$ cat src/rtl/core/mwsl_pkg.sv
package mwsl_pkg;

  // fixed field widths
  localparam int IN_W       = 16;
  localparam int SPD_W      = 17;
  localparam int STEPS_W    = 5;
  localparam int RADIUS_W   = 10;
  localparam int BASE_W     = 12;
  localparam int MAXSPD_W   = 16;
  localparam int CFG_IDX_W  = 2;
  localparam int CFG_DATA_W = 16;

  // internal widths that do not depend on the fraction size
  localparam int MAG_HI_W = 21;   // |v| * 60 < 2^21
  localparam int D_W      = 20;   // 1000 * radius
  localparam int HALF_D_W = 19;   // 500 * radius
  localparam int LIM_W    = 36;   // (max + 1) * 1000 * radius
  localparam int RH_W     = 33;   // lever arm times integer part of yaw
  localparam int QUO_W    = 16;   // final speed magnitude
  localparam int CNT_W    = 4;

  // configuration register indexes
  localparam logic [CFG_IDX_W-1:0] CFG_RADIUS   = 2'd0;
  localparam logic [CFG_IDX_W-1:0] CFG_BASE_SUM = 2'd1;
  localparam logic [CFG_IDX_W-1:0] CFG_MAX_SPD  = 2'd2;

  // wheel order: front right, front left, back left, back right
  localparam logic [3:0] WHEEL_SIDE_MINUS = 4'b1010;
  localparam logic [3:0] WHEEL_YAW_MINUS  = 4'b0110;

  typedef enum logic [14:0] {
    S_IDLE   = 15'h0001,
    S_LIMIT  = 15'h0002,
    S_THR    = 15'h0004,
    S_LIN    = 15'h0008,
    S_PM     = 15'h0010,
    S_ROT    = 15'h0020,
    S_WHEEL  = 15'h0040,
    S_DECIDE = 15'h0080,
    S_SCALE  = 15'h0100,
    S_DIV_N  = 15'h0200,
    S_DIV_A  = 15'h0400,
    S_DIV_L  = 15'h0800,
    S_DIV_I  = 15'h1000,
    S_DIV_W  = 15'h2000,
    S_OUT    = 15'h4000
  } state_t;

endpackage

$ cat src/rtl/core/mecanum_wheel_speed_limiter.sv
// Mecanum four-wheel inverse kinematics with iterative speed limiting. A body
// command (vel_forward, vel_side in mm/s, yaw_rate in mrad/s) is scaled by 60
// and turned into four wheel speeds (+-vx +-vy +-k*w/1000)/r, rounded to the
// nearest integer. While any |speed| is above max_wheel_speed the scale drops
// by 0.0333334 and the velocity vector is multiplied by it again (compounding),
// up to MAX_STEPS times; if the limit is still missed, all speeds come out zero
// with gave_up set. One command is processed at a time and cmd_stall stays high
// meanwhile. Each limit test forms the wheel numerators and tests one wheel per
// cycle; each reduction first runs the three velocities through the shared
// multiplier, then forms the yaw product again before the next test. The final
// rounding runs a 16-step bit-serial divider per wheel. The result register
// holds its beat while the next command is already being worked on.
module mecanum_wheel_speed_limiter
  import mwsl_pkg::*;
#(
  parameter int MAX_STEPS = 30,
  parameter int FRAC_BITS = 16
) (
  input  logic                         clk,
  input  logic                         rst,
  // configuration write port
  input  logic                         cfg_we,
  input  logic [CFG_IDX_W-1:0]         cfg_index,
  input  logic [CFG_DATA_W-1:0]        cfg_data,
  // command channel
  input  logic                         cmd_valid,
  output logic                         cmd_stall,
  input  logic signed [IN_W-1:0]       vel_forward,
  input  logic signed [IN_W-1:0]       vel_side,
  input  logic signed [IN_W-1:0]       yaw_rate,
  // wheel speed channel
  output logic                         spd_valid,
  input  logic                         spd_stall,
  output logic signed [SPD_W-1:0]      speed_front_right,
  output logic signed [SPD_W-1:0]      speed_front_left,
  output logic signed [SPD_W-1:0]      speed_back_left,
  output logic signed [SPD_W-1:0]      speed_back_right,
  output logic [STEPS_W-1:0]           scale_steps,
  output logic                         gave_up
);

  // widths that follow the fraction size
  localparam int F       = FRAC_BITS;
  localparam int VMAG_W  = MAG_HI_W + F;                 // velocity magnitude
  localparam int MA_W    = (F > MAG_HI_W) ? F : MAG_HI_W; // multiplier port a
  localparam int MB_W    = (F + 1 > 17) ? F + 1 : 17;    // multiplier port b
  localparam int PROD_W  = MA_W + MB_W;
  localparam int SCALE_W = F + 1;
  localparam int LIN_W   = VMAG_W + 2;                   // +-vx +-vy
  localparam int P_W     = LIN_W + 10;                   // 1000 * lin
  localparam int ROT_W   = VMAG_W + BASE_W;              // k * |w|
  localparam int NW      = VMAG_W + 17;                  // wheel numerator
  localparam int AM_W    = NW - 1 - F;                   // |numerator| >> F

  // scale constants in Q1.F
  localparam logic [63:0] STEP_WIDE =
    ((64'd333334 << FRAC_BITS) + 64'd5000000) / 64'd10000000;
  localparam logic [SCALE_W-1:0] STEP_Q = STEP_WIDE[SCALE_W-1:0];
  localparam logic [SCALE_W-1:0] ONE_Q  = {1'b1, {F{1'b0}}};

  // configuration registers
  logic [RADIUS_W-1:0]  wheel_radius_mm;
  logic [BASE_W-1:0]    half_base_sum_mm;
  logic [MAXSPD_W-1:0]  max_wheel_speed;

  // sequencer and working registers
  state_t               state;
  logic [CNT_W-1:0]     cnt;
  logic [1:0]           widx;
  logic [VMAG_W-1:0]    vxm, vym, vwm;
  logic                 vx_neg, vy_neg, vw_neg;
  logic [SCALE_W-1:0]   scale;
  logic [STEPS_W-1:0]   steps;
  logic                 quit;
  logic                 fail;
  logic [PROD_W-1:0]    prod;
  logic [VMAG_W-1:0]    acc;
  logic [LIM_W-1:0]     thr;
  logic signed [NW-1:0] tneg;
  logic signed [LIN_W-1:0] lin_p, lin_m;
  logic signed [P_W-1:0]   p_reg, m_reg;
  logic [RH_W-1:0]      rot_hi;
  logic [ROT_W-1:0]     rot_mag;
  logic signed [NW-1:0] nreg;
  logic                 nneg;
  logic [AM_W-1:0]      amag;
  logic [AM_W-1:0]      rem;
  logic [AM_W-1:0]      dsh;
  logic [QUO_W-1:0]     quo;
  logic signed [SPD_W-1:0] spd [4];

  // combinational helpers
  logic                 cmd_take;
  logic                 out_load;
  logic [RADIUS_W-1:0]  r_eff;
  logic [D_W-1:0]       dval;
  logic [HALF_D_W-1:0]  half_d;
  logic [MA_W-1:0]      mul_a;
  logic [MB_W-1:0]      mul_b;
  logic signed [LIN_W-1:0] vxs, vys;
  logic signed [NW-1:0] tpos;
  logic signed [NW-1:0] base_n, rot_n, n_cur;
  logic                 rot_sub;
  logic                 over;
  logic [NW-1:0]        nabs;
  logic [VMAG_W-1:0]    scaled;

  // |x| * 60 in Q.F
  function automatic logic [VMAG_W-1:0] load_mag(input logic signed [IN_W-1:0] x);
    logic [IN_W:0]       a;
    logic [MAG_HI_W-1:0] m;
    a = x[IN_W-1] ? (IN_W + 1)'(-{x[IN_W-1], x}) : {1'b0, x};
    m = (MAG_HI_W'(a) << 6) - (MAG_HI_W'(a) << 2);
    return VMAG_W'(m) << F;
  endfunction

  function automatic logic signed [P_W-1:0] times1000(input logic signed [LIN_W-1:0] x);
    logic signed [P_W-1:0] e;
    e = P_W'(x);
    return (e <<< 10) - (e <<< 5) + (e <<< 3);
  endfunction

  function automatic logic [SPD_W-1:0] spd_mag(input logic signed [SPD_W-1:0] x);
    return x[SPD_W-1] ? SPD_W'(-x) : SPD_W'(x);
  endfunction

  assign cmd_stall = (state != S_IDLE);
  assign cmd_take  = cmd_valid && !cmd_stall;
  assign out_load  = (state == S_OUT) && (!spd_valid || !spd_stall);

  // radius zero acts as one
  assign r_eff  = (wheel_radius_mm == '0) ? RADIUS_W'(1) : wheel_radius_mm;
  assign dval   = (D_W'(r_eff) << 10) - (D_W'(r_eff) << 5) + (D_W'(r_eff) << 3);
  assign half_d = dval[D_W-1:1];

  // shared multiplier operand select
  always_comb begin
    mul_a = '0;
    mul_b = '0;
    unique case (state)
      S_LIMIT: begin
        mul_a = MA_W'(dval);
        mul_b = MB_W'(17'(max_wheel_speed) + 17'd1);
      end
      S_LIN: begin
        mul_a = MA_W'(vwm[VMAG_W-1:F]);
        mul_b = MB_W'(half_base_sum_mm);
      end
      S_PM: begin
        mul_a = MA_W'(vwm[F-1:0]);
        mul_b = MB_W'(half_base_sum_mm);
      end
      S_SCALE: begin
        mul_b = MB_W'(scale);
        unique case (cnt[2:0])
          3'd0:    mul_a = MA_W'(vxm[VMAG_W-1:F]);
          3'd1:    mul_a = MA_W'(vxm[F-1:0]);
          3'd2:    mul_a = MA_W'(vym[VMAG_W-1:F]);
          3'd3:    mul_a = MA_W'(vym[F-1:0]);
          3'd4:    mul_a = MA_W'(vwm[VMAG_W-1:F]);
          3'd5:    mul_a = MA_W'(vwm[F-1:0]);
          default: mul_a = '0;
        endcase
      end
      default: begin
        mul_a = '0;
        mul_b = '0;
      end
    endcase
  end

  // signed velocities for the linear terms
  assign vxs = vx_neg ? -$signed(LIN_W'(vxm)) : $signed(LIN_W'(vxm));
  assign vys = vy_neg ? -$signed(LIN_W'(vym)) : $signed(LIN_W'(vym));

  // wheel numerator for the wheel under test, and the limit test on it:
  // |n| >= thr << F is the same as rounded speed above the limit
  assign tpos    = $signed(NW'(thr) << F);
  assign base_n  = WHEEL_SIDE_MINUS[widx] ? NW'(m_reg) : NW'(p_reg);
  assign rot_n   = $signed(NW'(rot_mag));
  assign rot_sub = WHEEL_YAW_MINUS[widx] ^ vw_neg;
  assign n_cur   = rot_sub ? (base_n - rot_n) : (base_n + rot_n);
  assign over    = (n_cur >= tpos) || (n_cur <= tneg);

  assign nabs   = nreg[NW-1] ? NW'(-nreg) : NW'(nreg);
  assign scaled = acc + VMAG_W'(prod >> F);

  // configuration
  always_ff @(posedge clk) begin
    if (rst) begin
      wheel_radius_mm  <= RADIUS_W'(50);
      half_base_sum_mm <= BASE_W'(200);
      max_wheel_speed  <= MAXSPD_W'(300);
    end else if (cfg_we) begin
      unique case (cfg_index)
        CFG_RADIUS:   wheel_radius_mm  <= cfg_data[RADIUS_W-1:0];
        CFG_BASE_SUM: half_base_sum_mm <= cfg_data[BASE_W-1:0];
        CFG_MAX_SPD:  max_wheel_speed  <= cfg_data[MAXSPD_W-1:0];
        default: ;
      endcase
    end
  end

  // multiplier product register
  always_ff @(posedge clk) begin
    prod <= PROD_W'(mul_a) * PROD_W'(mul_b);
  end

  // sequencer and datapath
  always_ff @(posedge clk) begin
    if (rst) begin
      state     <= S_IDLE;
      spd_valid <= 1'b0;
    end else begin
      // a beat taken this cycle clears valid unless a new one replaces it
      if (spd_valid && !spd_stall && !out_load) begin
        spd_valid <= 1'b0;
      end
      unique case (state)
        S_IDLE: begin
          if (cmd_take) begin
            vxm    <= load_mag(vel_forward);
            vym    <= load_mag(vel_side);
            vwm    <= load_mag(yaw_rate);
            vx_neg <= vel_forward[IN_W-1];
            vy_neg <= vel_side[IN_W-1];
            vw_neg <= yaw_rate[IN_W-1];
            scale  <= ONE_Q;
            steps  <= '0;
            quit   <= 1'b0;
            state  <= S_LIMIT;
          end
        end
        S_LIMIT: begin
          // (max + 1) * 1000 * r issued this cycle
          state <= S_THR;
        end
        S_THR: begin
          thr   <= LIM_W'(prod) - LIM_W'(half_d);
          state <= S_LIN;
        end
        S_LIN: begin
          lin_p <= vxs + vys;
          lin_m <= vxs - vys;
          tneg  <= -tpos;
          state <= S_PM;
        end
        S_PM: begin
          p_reg  <= times1000(lin_p);
          m_reg  <= times1000(lin_m);
          rot_hi <= prod[RH_W-1:0];
          state  <= S_ROT;
        end
        S_ROT: begin
          rot_mag <= (ROT_W'(rot_hi) << F) + ROT_W'(prod);
          fail    <= 1'b0;
          widx    <= '0;
          state   <= S_WHEEL;
        end
        S_WHEEL: begin
          fail <= fail | over;
          widx <= widx + 2'd1;
          if (widx == 2'd3) begin
            state <= S_DECIDE;
          end
        end
        S_DECIDE: begin
          priority if (!fail) begin
            widx  <= '0;
            state <= S_DIV_N;
          end else if (steps >= STEPS_W'(MAX_STEPS)) begin
            quit  <= 1'b1;
            state <= S_OUT;
          end else begin
            steps <= steps + STEPS_W'(1);
            scale <= (scale > STEP_Q) ? (scale - STEP_Q) : '0;
            cnt   <= '0;
            state <= S_SCALE;
          end
        end
        S_SCALE: begin
          // odd slots take the integer-part product, even slots add the
          // fraction-part product and write the velocity back
          cnt <= cnt + CNT_W'(1);
          if (cnt[0]) begin
            acc <= VMAG_W'(prod);
          end else begin
            unique case (cnt[2:1])
              2'd1:    vxm <= scaled;
              2'd2:    vym <= scaled;
              2'd3:    vwm <= scaled;
              default: ;
            endcase
          end
          if (cnt[2:0] == 3'd6) begin
            state <= S_LIN;
          end
        end
        S_DIV_N: begin
          nreg  <= n_cur;
          state <= S_DIV_A;
        end
        S_DIV_A: begin
          amag  <= nabs[NW-2:F];
          nneg  <= nreg[NW-1];
          state <= S_DIV_L;
        end
        S_DIV_L: begin
          // round half up: (|n| >> F) + 500r over 1000r
          rem   <= amag + AM_W'(half_d);
          dsh   <= AM_W'(dval) << (QUO_W - 1);
          quo   <= '0;
          cnt   <= CNT_W'(QUO_W - 1);
          state <= S_DIV_I;
        end
        S_DIV_I: begin
          if (rem >= dsh) begin
            rem <= rem - dsh;
            quo <= {quo[QUO_W-2:0], 1'b1};
          end else begin
            quo <= {quo[QUO_W-2:0], 1'b0};
          end
          dsh <= dsh >> 1;
          cnt <= cnt - CNT_W'(1);
          if (cnt == '0) begin
            state <= S_DIV_W;
          end
        end
        S_DIV_W: begin
          spd[widx] <= nneg ? -$signed({1'b0, quo}) : $signed({1'b0, quo});
          widx      <= widx + 2'd1;
          state     <= (widx == 2'd3) ? S_OUT : S_DIV_N;
        end
        S_OUT: begin
          if (out_load) begin
            speed_front_right <= quit ? '0 : spd[0];
            speed_front_left  <= quit ? '0 : spd[1];
            speed_back_left   <= quit ? '0 : spd[2];
            speed_back_right  <= quit ? '0 : spd[3];
            scale_steps       <= steps;
            gave_up           <= quit;
            spd_valid         <= 1'b1;
            state             <= S_IDLE;
          end
        end
        default: state <= S_IDLE;
      endcase
    end
  end

  // reduction count never passes its budget while a command is in work
  a_steps_bound: assert property (@(posedge clk) disable iff (rst)
    (state != S_IDLE) |-> (steps <= STEPS_W'(MAX_STEPS)))
    else $error("reduction count above budget");

  // a give-up beat carries zero speeds and a full reduction count
  a_gave_up_zero: assert property (@(posedge clk) disable iff (rst)
    (spd_valid && gave_up) |->
      (speed_front_right == '0 && speed_front_left == '0 &&
       speed_back_left == '0 && speed_back_right == '0 &&
       scale_steps == STEPS_W'(MAX_STEPS)))
    else $error("give-up beat with nonzero speeds");

  // every delivered speed respects the limit unless the block gave up
  a_limit_met: assert property (@(posedge clk) disable iff (rst)
    (spd_valid && !gave_up) |->
      (spd_mag(speed_front_right) <= SPD_W'(max_wheel_speed) &&
       spd_mag(speed_front_left) <= SPD_W'(max_wheel_speed) &&
       spd_mag(speed_back_left) <= SPD_W'(max_wheel_speed) &&
       spd_mag(speed_back_right) <= SPD_W'(max_wheel_speed)))
    else $error("wheel speed above limit");

  // divider remainder stays below twice the current shifted divisor
  a_div_range: assert property (@(posedge clk) disable iff (rst)
    (state == S_DIV_I) |-> (rem < {dsh, 1'b0}))
    else $error("divider quotient overflow");

endmodule

$ cat config.mk
export PLATFORM = sky130hd
export DESIGN_NAME = mecanum_wheel_speed_limiter
export DESIGN_NICKNAME = d
export VERILOG_FILES = /design/src/rtl/core/mwsl_pkg.sv /design/src/rtl/core/mecanum_wheel_speed_limiter.sv
export SDC_FILE = /design/constraint.sdc
export NUM_CORES = 2
export LEC_CHECK = 0
export ABC_CLOCK_PERIOD_IN_PS = 24400
export BUFFER_PORTS_ARGS = -buffer_cell sky130_fd_sc_hd__buf_4
export CAP_MARGIN = 20
export CORE_ASPECT_RATIO = 1.5
export CORE_MARGIN = 3
export CORE_UTILIZATION = 45
export DETAILED_ROUTE_END_ITERATION = 8
export GPL_TIMING_DRIVEN = 0
export MAX_ROUTING_LAYER = met4
export PLACE_DENSITY = 0.64
export RECOVER_POWER = 100
export SLEW_MARGIN = 0
export SYNTH_ARGS = -nofsm -noshare
export SYNTH_HDL_FRONTEND = slang
export SYNTH_SLANG_ARGS = --single-unit
$ cat constraint.sdc
create_clock -name clk -period 24.4 [get_ports clk]
set_input_delay 2.44 -clock clk [delete_from_list [all_inputs] [get_ports clk]]
set_output_delay 2.44 -clock clk [all_outputs]
set_load 0.03 [all_outputs]
Word level (Yosys, flattened, before mapping)
Memory sizes are Yosys's and may differ from the RTL's. A register that Yosys moved wholly into a read port is not among the register bits. Cells that the tools add are included.

Flip-flop bits (word level): 809. RAM bits: 68. Input port bits: 71. Word-level logic and storage cells: 233. Memories: 1.

$add $sub $neg: 32. Multiply operators: 1. $lt $le $gt $ge: 6. Equal/unequal tests: 42. Multiplexer cells: 68. Bitwise gates (word level): 3. Reductions and logical operators: 45.

Memories: spd (words 4, width 17, rd ports 4, clocked after Yosys merged registers in 4, wr ports 1, RTL line mecanum_wheel_speed_limiter.sv:90) `logic signed [SPD_W-1:0] spd [4];`.

Operators by type and width (number): 37-bit two-way mux (10); 37-bit case mux with 2 select lines (5); 15-bit case mux with 15 select lines (1); 17-bit two-way mux (8); 21-bit case mux with 6 select lines (1); 15-bit two-way mux (8); 54-bit two-way mux (2); 49-bit by 42-bit adder with 49-bit output (2); 49-bit by 44-bit subtractor with 49-bit output (2); 21-bit case mux with 4 select lines (1); 39-bit two-way mux (2); 37-bit negator with 39-bit output (2); 21-bit by 19-bit subtractor with 21-bit output (3); 54-bit by 50-bit adder with 54-bit output (1); 54-bit by 53-bit >= comparator with 1-bit output (1); 54-bit less-or-equal comparator (1); 52-bit negator with 54-bit output (1); 54-bit by 50-bit subtractor with 54-bit output (1); 53-bit two-way mux (1); 53-bit negator (1); 17-bit negator (3); 17-bit case mux with 3 select lines (1); 49-bit by 38-bit adder with 49-bit output (1); 39-bit adder (1); other kinds (72) (137).

Logic depth before layout (Yosys ltp)
Word-level depth: 9. Mapped depth: 43.

Worst setup path after synthesis
OpenSTA, ideal clock, no wires.

Path kind: register to register. Start: reg wheel_radius_mm[8]. End: reg prod[37]. Library setup time: 0.072 ns. Arrival time: 9.485 ns. Setup slack: 14.843 ns. Cell stages (with the launch flop): 41. Period minus slack after synthesis: 9.557 ns. Cells stage by stage: dfxtp_1 > inv_1 > ha_1 > or4bb_1 > or2_2 > and2_1 > ha_1 > ha_1 > nor2b_1 > o21ai_0 > a21boi_0 > o21ai_0 > a21boi_0 > o21bai_1 > a21o_1 > a21boi_0 > nor3_1 > a221oi_1 > (+5 left out) > fa_1 > fa_1 > fa_1 > inv_1 > fa_1 > inv_1 > ha_1 > a21o_1 > a21o_1 > a21oi_1 > nand2_1 > o21ai_0 > a41oi_1 > a311oi_1 > o31ai_1 > a21o_1 > a21oi_1 > xnor2_1.

Word-level cells in the longest chain between the ends: 6.

Ends and longest elaborated chain: start, declared (RTL line mecanum_wheel_speed_limiter.sv:62) `logic [RADIUS_W-1:0] wheel_radius_mm;`; start signal, assigned (RTL line mecanum_wheel_speed_limiter.sv:196) `CFG_RADIUS: wheel_radius_mm <= cfg_data[RADIUS_W-1:0];`; 10-bit zero test (RTL line mecanum_wheel_speed_limiter.sv:132) `assign r_eff = (wheel_radius_mm == '0) ? RADIUS_W'(1) : wheel_radius_mm;`; 10-bit two-way mux * (RTL line mecanum_wheel_speed_limiter.sv:132); 20-bit by 15-bit subtractor with 20-bit output (RTL line mecanum_wheel_speed_limiter.sv:133) `assign dval = (D_W'(r_eff) << 10) - (D_W'(r_eff) << 5) + (D_W'(r_eff) << 3);`; 20-bit by 13-bit adder with 20-bit output * (RTL line mecanum_wheel_speed_limiter.sv:133); 21-bit case mux with 4 select lines * (RTL line mecanum_wheel_speed_limiter.sv:140) `unique case (state)`; 21-bit by 17-bit multiplier with 38-bit output * (RTL line mecanum_wheel_speed_limiter.sv:206) `prod <= PROD_W'(mul_a) * PROD_W'(mul_b);`; end signal, assigned (RTL line mecanum_wheel_speed_limiter.sv:206); end, declared (RTL line mecanum_wheel_speed_limiter.sv:76) `logic [PROD_W-1:0] prod;`.

Every way passes the cells marked *; elsewhere a longest branch is shown, timed or not. A chain may end at the register's enable or synchronous reset.

Worst setup path in the final report
Start: reg wheel_radius_mm[9]. End: reg prod[37].

Same word-level chain as after synthesis.

==> qor.csv <==
metric;value;unit
status;finished, violations left;
failing checks;capacitance limit, slew limit;
design area;80300;um2
first-pass GRT wire length;340;mm
maximum vdd drop;0.0549;mV
total negative setup slack;0;ns
WP buf/inv;5;
r2r worst-path depth;37;
max reg flops;68;
R2R setup slack;12.05;ns
placed wire-length estimate;187;mm
final setup fails;0;
WHS;0.462;ns
hold crit path type;register to register;
Crit path largest cell delay;0.87;ns
TritonCTS Buffers;92;
area of the multi-input gates;42400;um2
Crit-path slowest cell;xor2_1;
Post-CTS Resized;0;
Die X;336;um
vias;56356;
Mapped Area;73500;um2
first-pass iteration count of the detailed router;6;
Leak;33.6;nW
antenna-violating nets left;0;
CP Max Fanout;7;
reg-to-reg critical path startpoint;wheel_radius_mm[9];
Slew headroom;-1.49;
Layout Skew;0.0479;ns
DRT Wirelength;226;mm
post-route DRC violation count;0;
crit end category;register;
Filler cells;15205;
library cells used by synthesis;89;
biggest registers after layout;spd (68), nreg (54), rot_mag (49);
initial antenna violation count;13;
post-CTS setup buffer count;0;
Most flops, register;spd;
root buffer cell;clkbuf_16;
Placer Congestion;1.01;
Initial DRC Count;3536;
total track usage;0.276;
Hold Fails Final Rpt;0;
period utilization;0.506;
Die Y;501;um
vias in the first global route;56985;
cts hold-fix bufs;0;
Syn Inst Count;7528;
worst setup path startpoint;wheel_radius_mm[9];
asr flop ratio synth;0;
row cnt;181;
Nets;8874;
H-tree Lvls;3;
PwrDens;50.0;nW/um2
CP delay by family, top;adder cells;
Worst Path Class, Setup;register to register;
Fmax achieved;0.0810;GHz
top_reg_cell synth;edfxtp_1;
commonest non-fill, non-tap cell in the layout;inv_1;
vias per inst;5.63;
Initial Utilization;0.453;
min Tclk post-route;12.35;ns
core area;162000;um2
RSZ-0062 raised after global routing;false;
Buffers on Ports;145;
CP required;25.05;ns
Skew-Pair Late Insertion Delay;0.75;ns
Clock transition at path regs;0.06;ns
area post-placement;77900;um2
highest-count cells in the layout ignoring fill and taps;958 x inv_1, 827 x edfxtp_1, 642 x nand2_1, 622 x ha_1, 554 x nor2_1;
most used cell, CP;fa_1;
Synth Register Bits;919;
Die ar.;168000;um2
synth warn;0;
top post-synthesis cells by area;edfxtp_1 34%, ha_1 11%, fa_1 9.8%;
EDFF count, synth;827;
IO Count;147;
Worst path depth;37;
sequential fraction of the synthesis area;0.363;
WL per Instance;22.6;um
largest net degree at the start of global routing;75;
area share of the largest cell type after synthesis;0.338;
Tightest Pin Transition;3.73;ns
data arrival time of the worst path;12.99;ns
max_cap viols;12;
CTS Sinks;919;
area leader, netlist;edfxtp_1;
CTS tree;yes;
grt ovf;0;
critical path startpoint category;register;
FF/Latch Area;26700;um2
maximum root-to-sink buffer count;3;
Post-Syn Area per Cell;9.76;um2
Final Slew Violations;481;
Crit Reg-Reg Endpoint;prod[37];
share of cells above drive strength 1;0.0429;
area delta synth->final;9.31;%
crit path capture;prod[37];
==> cells by family after synthesis <==
kind of cell	Yosys count	share of synthesized area
xor gates and xnor gates	728	0.0868
adders and majority gates	982	0.204
AOI/OAI and AO/OA	1587	0.139
DFF	919	0.363
buffers and inverters	1162	0.0594
muxes	80	0.0138
and+or+nand+nor	2069	0.134
other	1	0.0000510
==> worst min-delay path, cell delays in order (launching register included) <==
cell	delay, ns
dfxtp_1	0.31
nand2_1	0.05
a21oi_1	0.05
==> where the power goes <==
group	total (mW)	internal, mW	switching, mW	leakage [nW]
Combinational	0.712	0.267	0.445	23.7
Sequential	1.79	1.75	0.0334	8.34
Clock	1.52	0.858	0.660	1.52
Total	4.02	2.88	1.14	33.6
==> cell type report <==
class | count | share of cell area
timing repair buffer | 197 | 0.0129
buffer | 202 | 0.00946
clock buffer | 110 | 0.0303
multi-input combinational | 5449 | 0.528
clock inverter | 60 | 0.00924
antenna | 3 | 0.0000935
inverter | 960 | 0.0449
tap | 2104 | 0.0328
sequential | 919 | 0.332
==> worst min-delay path by stage <==
| stage | endpoint | from | depth (start not counted) | slack (ns) |
|---|---|---|---|---|
| after floorplan | nneg | nreg[53] | 0 | 0.42 |
| after global placement | half_base_sum_mm[8] | half_base_sum_mm[8] | 2 | 0.45 |
| after detailed placement | half_base_sum_mm[8] | half_base_sum_mm[8] | 2 | 0.45 |
| after CTS | half_base_sum_mm[8] | half_base_sum_mm[8] | 2 | 0.46 |
| after global routing | half_base_sum_mm[8] | half_base_sum_mm[8] | 2 | 0.49 |
| final | half_base_sum_mm[8] | half_base_sum_mm[8] | 2 | 0.46 |
==> through the flow <==
| step | instances | utilization | setup WS, ns | power, mW |
|---|---|---|---|---|
| after CTS | 9996 | 0.500 | 12.18 | 4.04 |
| final | 10004 | 0.495 | 12.05 | 4.02 |
| after floorplan | 7530 | - | 14.84 | 2.29 |
| after global routing | 10004 | 0.495 | 11.27 | 4.17 |
| after detailed placement | 9826 | 0.481 | 12.22 | 2.52 |
| after global placement | 9779 | 0.476 | 11.86 | 2.51 |
==> cells in the mapped netlist, types with 107 or more instances <==
| cell type | number |
|---|---|
| a21o_1 | 239 |
| a21oi_1 | 454 |
| clkbuf_1 | 191 |
| edfxtp_1 | 827 |
| fa_1 | 360 |
| ha_1 | 622 |
| inv_1 | 958 |
| nand2_1 | 642 |
| nand3_1 | 127 |
| nor2_1 | 554 |
| nor2b_1 | 138 |
| nor3_1 | 107 |
| o21ai_0 | 342 |
| xnor2_1 | 517 |
| xor2_1 | 211 |
==> routing by layer <==
layer	GRT usage	up-vias	routed length, um
met5	-	-	0
met4	0.190	0	18900
met3	0.0314	682	11100
met2	0.488	1736	116000
met1	0.285	27266	80500
li1	-	26672	-
Power figures use the tool's default switching activity.
